### src/assert_macros.svh
// ---------------------------------------------------------------------------
// assertion macros
// shared concurrent assertion helpers, clocked on clk with reset arst_n
// ---------------------------------------------------------------------------
`ifndef ASSERT_MACROS_SVH
`define ASSERT_MACROS_SVH

`ifndef NO_ASSERTIONS
// property must hold at every clock edge out of reset
`define ASSERT_CLKED(label, prop) \
	label: assert property (@(posedge clk) disable iff (!arst_n) prop) \
		else $error("assertion failed");
// expression must never be true out of reset
`define ASSERT_NEVER(label, expr) \
	label: assert property (@(posedge clk) disable iff (!arst_n) !(expr)) \
		else $error("forbidden condition seen");
`else
`define ASSERT_CLKED(label, prop)
`define ASSERT_NEVER(label, expr)
`endif

`endif

### src/vna_pkg.sv
// ---------------------------------------------------------------------------
// vna_pkg
// shared types and constants of the vertex normal accumulator
// ---------------------------------------------------------------------------
package vna_pkg;

	localparam int DEF_MAX_VERTICES = 4096;
	localparam int IDX_W = 12;
	localparam int POS_W = 32;
	localparam int VEC_W = 3 * POS_W;
	localparam int Q_W = 17;
	localparam int MAG_W = 31;

	typedef enum logic [1:0] {
		CMD_LOAD = 2'd0,
		CMD_TRI  = 2'd1,
		CMD_QUAD = 2'd2,
		CMD_READ = 2'd3
	} cmd_t;

	typedef enum logic [4:0] {
		S_CLR,
		S_IDLE,
		S_RDN,
		S_PA,
		S_PB,
		S_PC,
		S_PE,
		S_EDGE,
		S_SCL,
		S_MUL,
		S_NRM0,
		S_NRM,
		S_SQ,
		S_DIV,
		S_ACR,
		S_ACW,
		S_OUT
	} state_t;

endpackage

### src/vna_sqrt_div.sv
// ---------------------------------------------------------------------------
// vna_sqrt_div
// integer square root of the squared length, then three rounded divides
// ---------------------------------------------------------------------------
module vna_sqrt_div import vna_pkg::*; (
	input  logic             clk,
	input  logic             arst_n,
	input  logic             start,
	input  logic [63:0]      sum_sq,
	input  logic [MAG_W-1:0] mag [3],
	output logic             done,
	output logic [Q_W-1:0]   quot [3]
);

	logic        sq_busy_q;
	logic        setup_q;
	logic        dv_busy_q;
	logic        done_q;
	logic [4:0]  cnt_q;
	logic [63:0] rem_q;
	logic [63:0] root_q;
	logic [63:0] bit_q;
	logic [64:0] trial;
	logic        take;
	logic [33:0] dvs_q;
	logic [33:0] drem_q [3];
	logic [Q_W-1:0] lo_q [3];
	logic [Q_W-1:0] quot_q [3];
	logic [48:0] num [3];
	logic [34:0] rtry [3];

	assign trial = {1'b0, root_q} + {1'b0, bit_q};
	assign take  = ({1'b0, rem_q} >= trial);

	always_comb begin
		for (int i = 0; i < 3; i++) begin
			num[i]  = {1'b0, mag[i], 17'b0} + {16'b0, root_q[32:0]};
			rtry[i] = {drem_q[i], lo_q[i][Q_W-1]};
		end
	end

	always_ff @(posedge clk or negedge arst_n) begin
		if (!arst_n) begin
			sq_busy_q <= 1'b0;
			setup_q   <= 1'b0;
			dv_busy_q <= 1'b0;
			done_q    <= 1'b0;
			cnt_q     <= '0;
		end else begin
			done_q <= 1'b0;
			if (start) begin
				sq_busy_q <= 1'b1;
				cnt_q     <= '0;
			end else if (sq_busy_q) begin
				cnt_q <= cnt_q + 5'd1;
				if (cnt_q == 5'd31) begin
					sq_busy_q <= 1'b0;
					setup_q   <= 1'b1;
				end
			end else if (setup_q) begin
				setup_q   <= 1'b0;
				dv_busy_q <= 1'b1;
				cnt_q     <= '0;
			end else if (dv_busy_q) begin
				cnt_q <= cnt_q + 5'd1;
				if (cnt_q == 5'(Q_W - 1)) begin
					dv_busy_q <= 1'b0;
					done_q    <= 1'b1;
				end
			end
		end
	end

	// one result bit per cycle for the root, one quotient bit per cycle per lane
	always_ff @(posedge clk) begin
		if (start) begin
			rem_q  <= sum_sq;
			root_q <= '0;
			bit_q  <= 64'h4000_0000_0000_0000;
		end else if (sq_busy_q) begin
			if (take) begin
				rem_q  <= rem_q - trial[63:0];
				root_q <= (root_q >> 1) + bit_q;
			end else begin
				root_q <= root_q >> 1;
			end
			bit_q <= bit_q >> 2;
		end
		if (setup_q) begin
			dvs_q <= {root_q[32:0], 1'b0};
			for (int i = 0; i < 3; i++) begin
				drem_q[i] <= {2'b0, num[i][48:17]};
				lo_q[i]   <= num[i][Q_W-1:0];
				quot_q[i] <= '0;
			end
		end else if (dv_busy_q) begin
			for (int i = 0; i < 3; i++) begin
				if (rtry[i] >= {1'b0, dvs_q}) begin
					drem_q[i] <= 34'(rtry[i] - {1'b0, dvs_q});
					quot_q[i] <= {quot_q[i][Q_W-2:0], 1'b1};
				end else begin
					drem_q[i] <= rtry[i][33:0];
					quot_q[i] <= {quot_q[i][Q_W-2:0], 1'b0};
				end
				lo_q[i] <= {lo_q[i][Q_W-2:0], 1'b0};
			end
		end
	end

	assign done = done_q;
	assign quot = quot_q;

endmodule
### config.mk
export PLATFORM = sky130hd
export DESIGN_NAME = vna_sqrt_div
export DESIGN_NICKNAME = d
export VERILOG_FILES = /design/src/assert_macros.svh /design/src/vna_pkg.sv /design/src/vna_sqrt_div.sv
export SDC_FILE = /design/constraint.sdc
export NUM_CORES = 1
export LEC_CHECK = 0
export BUFFER_PORTS_ARGS = -buffer_cell sky130_fd_sc_hd__buf_2
export CAP_MARGIN = 20
export CORE_MARGIN = 3
export CORE_UTILIZATION = 25
export DETAILED_ROUTE_END_ITERATION = 8
export PLACE_DENSITY = 0.38
export SKIP_CTS_REPAIR_TIMING = 1
export SLEW_MARGIN = 25
export SYNTH_ARGS = -nofsm -noshare
export SYNTH_HDL_FRONTEND = slang
export SYNTH_SLANG_ARGS = --single-unit
### constraint.sdc
create_clock -name clk -period 6.5 [get_ports clk]
set_input_delay 0.325 -clock clk [delete_from_list [all_inputs] [get_ports clk]]
set_output_delay 0.325 -clock clk [all_outputs]
set_load 0.005 [all_outputs]
# Word-level counts from Yosys, hierarchy flattened
# Memories as Yosys holds them, arrays and structs flattened.
# Cells that the tools add are included.
[totals] rom_bits=0 elab_cells=110 ff_bits=253 input_bits=160 memories=2 latch_bits=0 mem_bits_rw=153
[memory_table] name="drem_q" words=3 word_bits=34 read_ports=3 rd_ports_with_merged_regs=0 write_ports=3 line_no="vna_sqrt_div.sv:26" text="logic [33:0] drem_q [3];"
[memory_table] name="lo_q" words=3 word_bits=17 read_ports=3 rd_ports_with_merged_regs=0 write_ports=3 line_no="vna_sqrt_div.sv:27" text="logic [Q_W-1:0] lo_q [3];"
[classes] order_cmp=4 n_addsub=10 div_mod_pow=0 reduce_logical=6 shift=0 muxes=62 eq_ne=3 n_bitwise=11 multipliers=0
[op_table] operator="64-bit 2-to-1 mux" n=4
[op_table] operator="34-bit 2-to-1 mux" n=6
[op_table] operator="48-bit by 33-bit adder with 49-bit output" n=3
[op_table] operator="35-bit by 34-bit >= comparator with 1-bit output" n=3
[op_table] operator="34-bit subtractor" n=3
[op_table] operator="64-bit by 63-bit adder with 65-bit output" n=1
[op_table] operator="64-bit by 65-bit >= comparator with 1-bit output" n=1
[op_table] operator="63-bit by 63-bit adder with 64-bit output" n=1
[op_table] operator="64-bit subtractor" n=1
[op_table] operator="17-bit 2-to-1 mux" n=3
[op_table] operator="1-bit 2-to-1 mux" n=45
[op_table] operator="5-bit 2-to-1 mux" n=4
[op_table] operator="5-bit == test, second input constant" n=2
[op_table] operator="1-bit bitwise OR" n=9
[op_table] operator="2-bit AND reduction" n=3
[op_table] operator="5-bit by 1-bit adder with 5-bit output, second input constant" n=1
[op_table] operator="2-bit nonzero test" n=2
[op_table] operator="4-bit nonzero test" n=1
[op_table] operator="2-bit by 1-bit inequality test with 1-bit output, second input constant" n=1
[op_table] operator="1-bit inverter" n=2

# Logic depth before layout (Yosys ltp)
# Gate-level depths: netlist of the first run.
# An unclocked memory read counts as a cell.
[logic_depth] ltp_word=8 depth_mapped=27 depth_no_buf=25

# Least setup slack after synthesis of the first run
# Ideal clock, no wire load.
[synth_timing] path_type="register to register" from="reg root_q[2]" to="reg rem_q[0] (enable)" arrival_time_ps=6654 path_buffers=3 slack_ps=-577 setup_time_ps=423 stages_incl_launch_ff=27 required_time_ps=6077 cell_sequence="dfxtp_1 ha_1 a31o_2 a311oi_1 nor3_1 or2_1 a2111o_1 o211ai_1 a21oi_1 a31oi_1 o21ai_0 a31oi_1 xor2_1 ha_1 clkbuf_1 nand2_1 nor4_1 nand4_1 o31ai_4 nor3b_1 a21o_1 or2_1 buf_2 nor2_4 buf_2 nand2_1 nand2_1"
[synth_via] elab_chain_cells=4
[synth_lines] item="from (decl)" line_no="vna_sqrt_div.sv:21" text="logic [63:0] root_q;"
[synth_lines] item="from (signal assigned)" line_no="vna_sqrt_div.sv:83" text="root_q <= (root_q >> 1) + bit_q;"
[synth_lines] item="from (signal assigned)" line_no="vna_sqrt_div.sv:85" text="root_q <= root_q >> 1;"
[synth_lines] item="64-bit by 63-bit adder with 65-bit output" line_no="vna_sqrt_div.sv:32" text="assign trial = {1'b0, root_q} + {1'b0, bit_q};"
[synth_lines] item="64-bit by 65-bit >= comparator with 1-bit output" line_no="vna_sqrt_div.sv:33" text="assign take = ({1'b0, rem_q} >= trial);"
[synth_lines] item="2-bit nonzero test (no line)"
[synth_lines] item="2-bit AND reduction (no line)"
[synth_lines] item="to (signal assigned)" line_no="vna_sqrt_div.sv:77" text="rem_q <= sum_sq;"
[synth_lines] item="to (signal assigned)" line_no="vna_sqrt_div.sv:82" text="rem_q <= rem_q - trial[63:0];"
[synth_lines] item="to (decl)" line_no="vna_sqrt_div.sv:20" text="logic [63:0] rem_q;"
# No other way between the ends.
# A chain may end at the register's enable or synchronous reset.

# Final worst setup path of the first run
[layout_timing] from="reg bit_q[0]" to="reg rem_q[54] (enable)"
[layout_via] elab_chain_cells=4
[layout_lines] item="from (decl)" line_no="vna_sqrt_div.sv:22" text="logic [63:0] bit_q;"
[layout_lines] item="from (signal assigned)" line_no="vna_sqrt_div.sv:87" text="bit_q <= bit_q >> 2;"
[layout_lines] item="64-bit by 63-bit adder with 65-bit output" line_no="vna_sqrt_div.sv:32"
[layout_lines] item="64-bit by 65-bit >= comparator with 1-bit output" line_no="vna_sqrt_div.sv:33"
[layout_lines] item="2-bit nonzero test (no line)"
[layout_lines] item="2-bit AND reduction (no line)"
# No other way between the ends.

==> impl_results.md, run 1 <==
* Max Used Layer: met4
* Area grow syn2layout at 18.7%
* Clock buffer count from CTS at 53
* Drt pass-1 iters at 5
* Worst hold path type: primary input to flip-flop
* Power Total at 11.3 mW
* Max Cap Viol at 0
* Crit end category: flip-flop
* FF-to-FF setup slack at 0.34 ns
* Core area at 0.124 mm²
* Buf+Inv Stages, Crit Path at 1
* Setup WS pre-CTS at -0.0482 ns
* P_leak at 15.3 nW
* Clock latency on the worst-skew pair at 0.66 ns
* Layout cells sized above 1 at 12.4%
* Vias in the first global route at 28.1k
* CTS tree: built
* Remaining global-route overflow at 0
* Post-DP HPWL at 87300 µm
* Sequential share of power at 27.2%
* Mean post-synth cell area at 8.39 µm²
* Layout Skew at 0.0421 ns
* Failing checks: negative hold slack
* Multiplexer area fraction after synthesis at 3.47%
* Final Hold Fails at 5
* Rel. slew slack at 33.9%
* Fin area at 0.0374 mm²
* GRT Total Usage at 17.3%
* Post-Synthesis Cells at 3757
* Initial antenna violation count at 2
* Primary FF master, synth: edfxtp_1
* Largest stage delay on the critical path at 0.43 ns
* Worst setup margin at 0.336 ns
* Switching Share at 39.6%
* Synth Register Bits at 372
* FMAX at 0.162 GHz
* CP startpoint: bit_q[0]
* Buffers added on ports at 211
* DIE HEIGHT at 361 µm
* Synth warn at 0
* VDD IR max at 0.314 mV
* Starting Density at 25.3%
* Compound-Gate Fraction of Synth Area at 23.5%
* Deepest clock path buffer count at 3
* Worst Path Required at 6.85 ns
* CP Capture Point: rem_q[54]
* Sequential area share after synthesis at 30.6%
* Largest delay share family, worst path: compound AO/OA/AOI/OAI gates
* Ys async rst share at 2.42%
* Tcrit/Tclk final at 94.8%
* CTS sink count at 372
* Xor/xnor share of the synthesized area at 8.81%
* Synth Area in Adders at 11.6%
* Period minus WS final at 6.16 ns
* Clk pwr share at 28.6%
* Hold_ws at -0.0138 ns
* Status: finished, violations left
* CTS root buf: clkbuf_16
* # rows at 129
* Wirelength per Cell at 20.5 µm
* First-pass GRT wire length at 176000 µm
* Reg2Reg Launch Point: bit_q[0]
* Worst Reg-to-Reg Cells at 25
* Worst-path fanout max at 10
* Metal2 WL at 51900 µm
* # IOs at 212
* Int Pwr at 6.82 mW
* Worst Tran Pin Value at 0.966 ns
* DR iter-0 viols at 1852
* Crit Path Class: flip-flop to flip-flop
* Stages on worst setup path at 25
* Arr. time, crit path at 6.51 ns
* Simple-gate share of the synthesized area at 18.4%
* Most used cell, CP: ha_1
* Post-Syn Nets at 4204
* Placed Area at 0.0348 mm²
* PwrDens at 302 mW/mm²
* Clock-pin slew on the worst setup and hold paths at 0.06 ns
* Most frequent cells in the layout: nand2_1, nor2_1, a21oi_1, ha_1, o21ai_0
* Routed length on met3 at 4190 µm
* Mapped cell area at 0.0315 mm²
* Via count at 28.5k
* Post-layout util at 30.1%
* Commonest non-fill, non-tap cell in the layout: nand2_1
* Post-synth EDFFs at 216
* Largest net degree at the start of global routing at 147
* Main combinational cell family by area after synthesis: compound AO/OA/AOI/OAI gates
* Slowest cell on crit path: or4_1
* Startpoint Class: flip-flop
* Die footprint at 0.130 mm²
* Layout net count at 4449
* Htree depth at 2
* Setup TNS at 0 ns
* Detailed Route WL at 117000 µm
* NetSw at 4.47 mW
* Die width at 361 µm
* WL met1 at 58300 µm
* Power share of the combinational group at 44.3%
* Library cells used by synthesis at 91
* DRC viols at 0
* Gpl congestion at 0.838
* Setup violators final at 0
* Via/cell ratio at 5.02
* Final slew viol count at 0
* Worst R2R End: rem_q[54]
* Final ANT Viol Nets at 0
## metal layers
| layer | global-route usage (%) | vias up |
|---|---|---|
| li1 | - | 14400 |
| met1 | 25.0 | 13500 |
| met2 | 27.8 | 530 |
| met3 | 1.93 | 95 |
| met4 | 3.57 | 0 |
| met5 | 0 | - |
## worst min path at each step
stage | startpoint | endpoint | cells after the start
floorplan | arst_n | cnt_q[0] | 0
global placement | arst_n | done | 1
detailed placement | arst_n | done | 1
CTS | arst_n | cnt_q[0] | 1
global route | sum_sq[46] | rem_q[46] | 3
finish | sum_sq[50] | rem_q[50] | 3
## registers in the layout, indices dropped and copies added (netlist names)
register   cells
done           1
quot          51
drem_q       102
lo_q          17
setup_q        1
sq_busy_q      1
cnt_q          5
dv_busy_q      1
rem_q         64
dvs_q         33
bit_q         32
root_q        64
## per-stage QoR
stage / hold WS (ns) / std cells
global placement: 0.197 / 5530
CTS: -0.535 / 5630
floorplan: 0.0294 / 3757
global route: 0.00393 / 5684
detailed placement: 0.194 / 5530
finish: -0.0138 / 5686
## power groups by stage
stage	registers [mW]	logic, mW	clock network, mW
6_report	3.07	5.00	3.23
3_3_place_gp	3.12	4.86	0
4_1_cts	3.06	4.83	3.34
3_5_place_dp	3.11	4.79	0
2_1_floorplan	3.04	3.30	0
5_1_grt	3.09	5.52	3.42
## layout make-up
class | count | area, µm²
Clock buffer | 69 | 1570
Fill cell | 13400 | 87000
Inverter | 120 | 453
Clock inverter | 31 | 350
Multi-Input combinational cell | 3092 | 20800
Timing Repair Buffer | 363 | 2490
Antenna cell | 2 | 5.00
Tap cell | 1637 | 2050
Sequential cell | 372 | 9660
## cell families (layout without fill, tap and decap cells)
| group | after synthesis | in the layout |
|---|---|---|
| flip-flops | 372 | 372 |
| adder cells (fa/ha/maj) | 287 | 287 |
| AND/OR/NAND/NOR | 1241 | 1241 |
| XOR/XNOR | 317 | 317 |
| AO/OA/AOI/OAI | 1139 | 1139 |
| other | 0 | 2 |
| multiplexers | 108 | 108 |
| buffers and inverters | 293 | 583 |
## cell usage after synthesis, types with 14 or more instances
master | number | area share (%)
a211oi_1 | 113 | 2.7
a21boi_0 | 20 | 0.48
a21o_1 | 109 | 2.6
a21oi_1 | 289 | 4.6
a311oi_1 | 18 | 0.50
a31o_2 | 14 | 0.39
a31oi_1 | 77 | 1.5
and2_1 | 27 | 0.54
and3_1 | 46 | 0.91
buf_1 | 16 | 0.19
buf_2 | 17 | 0.27
clkbuf_1 | 134 | 1.6
dfxtp_1 | 147 | 9.3
edfxtp_1 | 216 | 21
ha_1 | 280 | 11
inv_1 | 119 | 1.4
mux2i_1 | 99 | 3.1
nand2_1 | 411 | 4.9
nand2b_1 | 52 | 1.0
nand3_1 | 96 | 1.5
nand4_1 | 47 | 0.93
nor2_1 | 346 | 4.1
nor2b_1 | 35 | 0.69
nor3_1 | 83 | 1.3
nor4_1 | 17 | 0.34
o211ai_1 | 27 | 0.64
o21a_1 | 35 | 0.83
o21ai_0 | 243 | 3.9
o21bai_1 | 43 | 1.0
o31ai_1 | 23 | 0.55
or2_2 | 15 | 0.30
or3_1 | 14 | 0.28
xnor2_1 | 163 | 4.5
xor2_1 | 154 | 4.3
## tightest hold or removal path, stage by stage
cell and delay (ns):
buf_2 0.07, nand2_1 0.04, o21ai_0 0.06
Note: power is estimated with default switching activity, not from simulation.
==> inputs of run 2 (changes only) <==
CELL_PAD_IN_SITES_DETAIL_PLACEMENT = 1   (was unset)
CELL_PAD_IN_SITES_GLOBAL_PLACEMENT = 1   (was unset)
PLACE_DENSITY = 0.47   (was 0.38)
==> run 2 against run 1 <==
The flow still finishes with violations (negative hold slack); flip-flop and latch count unchanged; sequential power about the same; design area fell by 0.23%; non-clock buffer count decreased by 1; die area unchanged; critical path type unchanged; largest cell class unchanged.
==> impl_results.md, run 2 (synthesis results as in run 1) <==
* GR Util met2 at 30.1% (+2.4 points)
* Final Hold Fails at 6 (+1)
* Failing checks: negative hold slack
* Most frequent cells in the layout: nand2_1, nor2_1, a21oi_1, ha_1, o21ai_0
* Clock buffer count from CTS at 53 (unchanged)
* Setup WS pre-CTS at 0.0235 ns (+0.0717 ns)
* Layout Skew at 0.0296 ns (-0.0125 ns)
* Placed Instances at 5539 (+0.16%)
* Power share of the combinational group at 45.3% (+1.0 points)
* Final ANT Viol Nets at 0 (unchanged)
* Worst Reg-to-Reg Cells at 24 (-4.0%)
* Fill cell count at 14.7k (+9.4%)
* Clock-pin slew on the worst setup and hold paths at 0.06 ns (about the same)
* Sequential share of power at 27.3% (about the same)
* Gpl congestion at 0.847 (+1.0%)
* Final slew viol count at 0 (unchanged)
* Vias in the first global route at 29.5k (+5.2%)
* P_leak at 15.2 nW (-0.52%)
* DIE HEIGHT at 361 µm (unchanged)
* Status: finished, violations left
* CTS sink count at 372 (unchanged)
* # rows at 129 (unchanged)
* Layout cells sized above 1 at 12.7% (+0.30 points)
* Critical-path cell list: ha_1 > a31oi_2 > o22ai_1 > o31a_1 > a31o_2 > a311oi_2 > buf_4 > o21ai_1 > or4_4 > a31o_2 > nand2_1 > xor2_1 > ha_1 > nand4_1 > nor4_2 > nand4_1 > o31ai_4 > a31oi_2 > a211o_1 > a31o_4 > buf_6 > or3_1 > xnor2_1 > a211oi_1
* Tcrit/Tclk final at 95.4% (+0.57 points)
* Remaining global-route overflow at 0 (unchanged)
* GR Util met1 at 25.8% (+0.87 points)
* Deepest clock path buffer count at 3 (unchanged)
* Switching Share at 40.0% (+0.45 points)
* Period minus WS final at 6.20 ns (+0.0372 ns)
* Max Cap Viol at 0 (unchanged)
* Startpoint Class: flip-flop
* # IOs at 212 (unchanged)
* Wirelength per Cell at 21.7 µm (+5.9%)
* Core area at 0.124 mm² (unchanged)
* Final Non-Filler Cells at 5682 (-0.070%)
* DRC viols at 0 (unchanged)
* Detailed Route WL at 123000 µm (+5.8%)
* Max reg flops at 102 (unchanged)
* Commonest non-fill, non-tap cell in the layout: nand2_1
* Worst Path Required at 7.07 ns (+0.22 ns)
* Rel. slew slack at 33.5% (-0.39 points)
* First-pass GRT wire length at 186000 µm (+5.5%)
* Crit Path Class: flip-flop to flip-flop
* Area grow syn2layout at 18.5%
* DR iter-0 viols at 1539 (-17%)
* Crit end category: flip-flop
* Global route hottest layer: met2
* GRT Total Usage at 18.4% (+1.1 points)
* Clk pwr share at 27.4% (-1.2 points)
* Die footprint at 0.130 mm² (unchanged)
* Largest register by flop count: drem_q
* Layout net count at 4448 (-0.022%)
* Worst Tran Pin Value at 0.997 ns (+0.0308 ns)
* Post-DP HPWL at 94100 µm (+7.8%)
* Largest net degree at the start of global routing at 99 (-33%)
* Largest stage delay on the critical path at 0.54 ns (+0.11 ns)
* CTS root buf: clkbuf_16
* Die width at 361 µm (unchanged)
* Clock latency on the worst-skew pair at 0.66 ns (about the same)
* Worst setup margin at 0.298 ns (-0.0372 ns)
* Int Pwr at 6.75 mW (-1.0%)
* Htree depth at 2 (unchanged)
* Hold_ws at -0.0200 ns (-0.00614 ns)
* Arr. time, crit path at 6.77 ns (+0.26 ns)
* Worst Hold Depth at 3 (unchanged)
* Via count at 29.0k (+1.6%)
* NetSw at 4.50 mW (+0.83%)
* Via/cell ratio at 5.10 (+1.7%)
* Buffers added on ports at 211 (unchanged)
* Worst hold path type: primary input to flip-flop
* RSZ-0062 raised after global routing: no
* Worst-path fanout max at 11 (+1)
* Drt pass-1 iters at 6 (+1)
* Slowest cell on crit path: or4_4
* FMAX at 0.161 GHz (-0.60%)
* GR Util met3 at 1.89% (-0.039 points)
* Initial antenna violation count at 5 (+3)
* PwrDens at 301 mW/mm² (about the same)
* Setup violators final at 0 (unchanged)
* CTS tree: built
* ANT cells at 0 (-2)
* Largest regs: drem_q: 102 flops, rem_q: 64 flops, root_q: 64 flops
* VDD IR max at 0.389 mV (+24%)
* Starting Density at 25.3% (unchanged)
[run 2: changes by cell type in the layout (fill, tap and decap cells not counted), moves of 3 or more]
cell / change
a31oi_2: +4
a31oi_1: -3
dlygate4sd3_1: -5
clkbuf_1: +4
inv_6: -3
dfxtp_2: +4
ha_2: +4
dfxtp_1: -4
buf_4: +3
ha_1: -5
[run 2: routing by layer]
layer | vias to the layer above | part of all wire, %
met4 | 2 | 2.2
met2 | 461 | 45
met1 | 14100 | 49
li1 | 14300 | -
met3 | 108 | 3.6
met5 | - | 0.011
[run 2: layout make-up]
class / count / area, µm² / area share, %
flip-flops and latches: 372 / 9670 / 25.9
inverters: 120 / 453 / 1.21
well taps: 1637 / 2050 / 5.49
repair buffers: 362 / 2460 / 6.60
clock buffers: 74 / 1580 / 4.24
multi-input cells: 3092 / 20900 / 56.0
clock inverters: 25 / 225 / 0.603
[run 2: power by group through the flow]
| stage | Clock, mW | Combinational [mW] | Sequential, mW |
|---|---|---|---|
| after floorplan | 0 | 3.30 | 3.04 |
| after global placement | 0 | 4.99 | 3.13 |
| after detailed placement | 0 | 4.95 | 3.12 |
| after CTS | 3.20 | 4.99 | 3.08 |
| after global routing | 3.28 | 5.67 | 3.10 |
| final | 3.08 | 5.09 | 3.08 |
[run 2: through the flow]
step | setup TNS [ns] | total power [mW] | cell area (µm²) | util (%)
finish | 0 | 11.3 | 37300 | 30.0
global route | 0 | 12.1 | 37300 | 30.0
CTS | -1.46 | 11.3 | 36700 | 29.5
detailed placement | 0 | 8.07 | 34900 | 28.0
global placement | 0 | 8.12 | 34900 | 28.0
floorplan | 0 | 6.34 | 31500 | -
[run 2: path summary, 6_finish.rpt]
kind | start | to | slack (ns)
setup / recovery | bit_q[28] | root_q[5] | 0.30
hold / removal | sum_sq[23] | rem_q[23] | -0.02
setup reg to reg | bit_q[28] | root_q[5] | 0.30
hold reg to reg | quot[34] | quot[34] | 0.49
max in group asynchronous | arst_n | setup_q | 6.17
min in group asynchronous | arst_n | cnt_q[1] | 0.11
[run 2: critical path, delay by kind of cell, from the launching register on]
family,cells,cell delay [ns]
compound gates,12,2.82
simple gates,6,1.62
fa+ha+maj,2,0.66
flops,1,0.48
buf+inv,2,0.33
xor+xnor,2,0.21
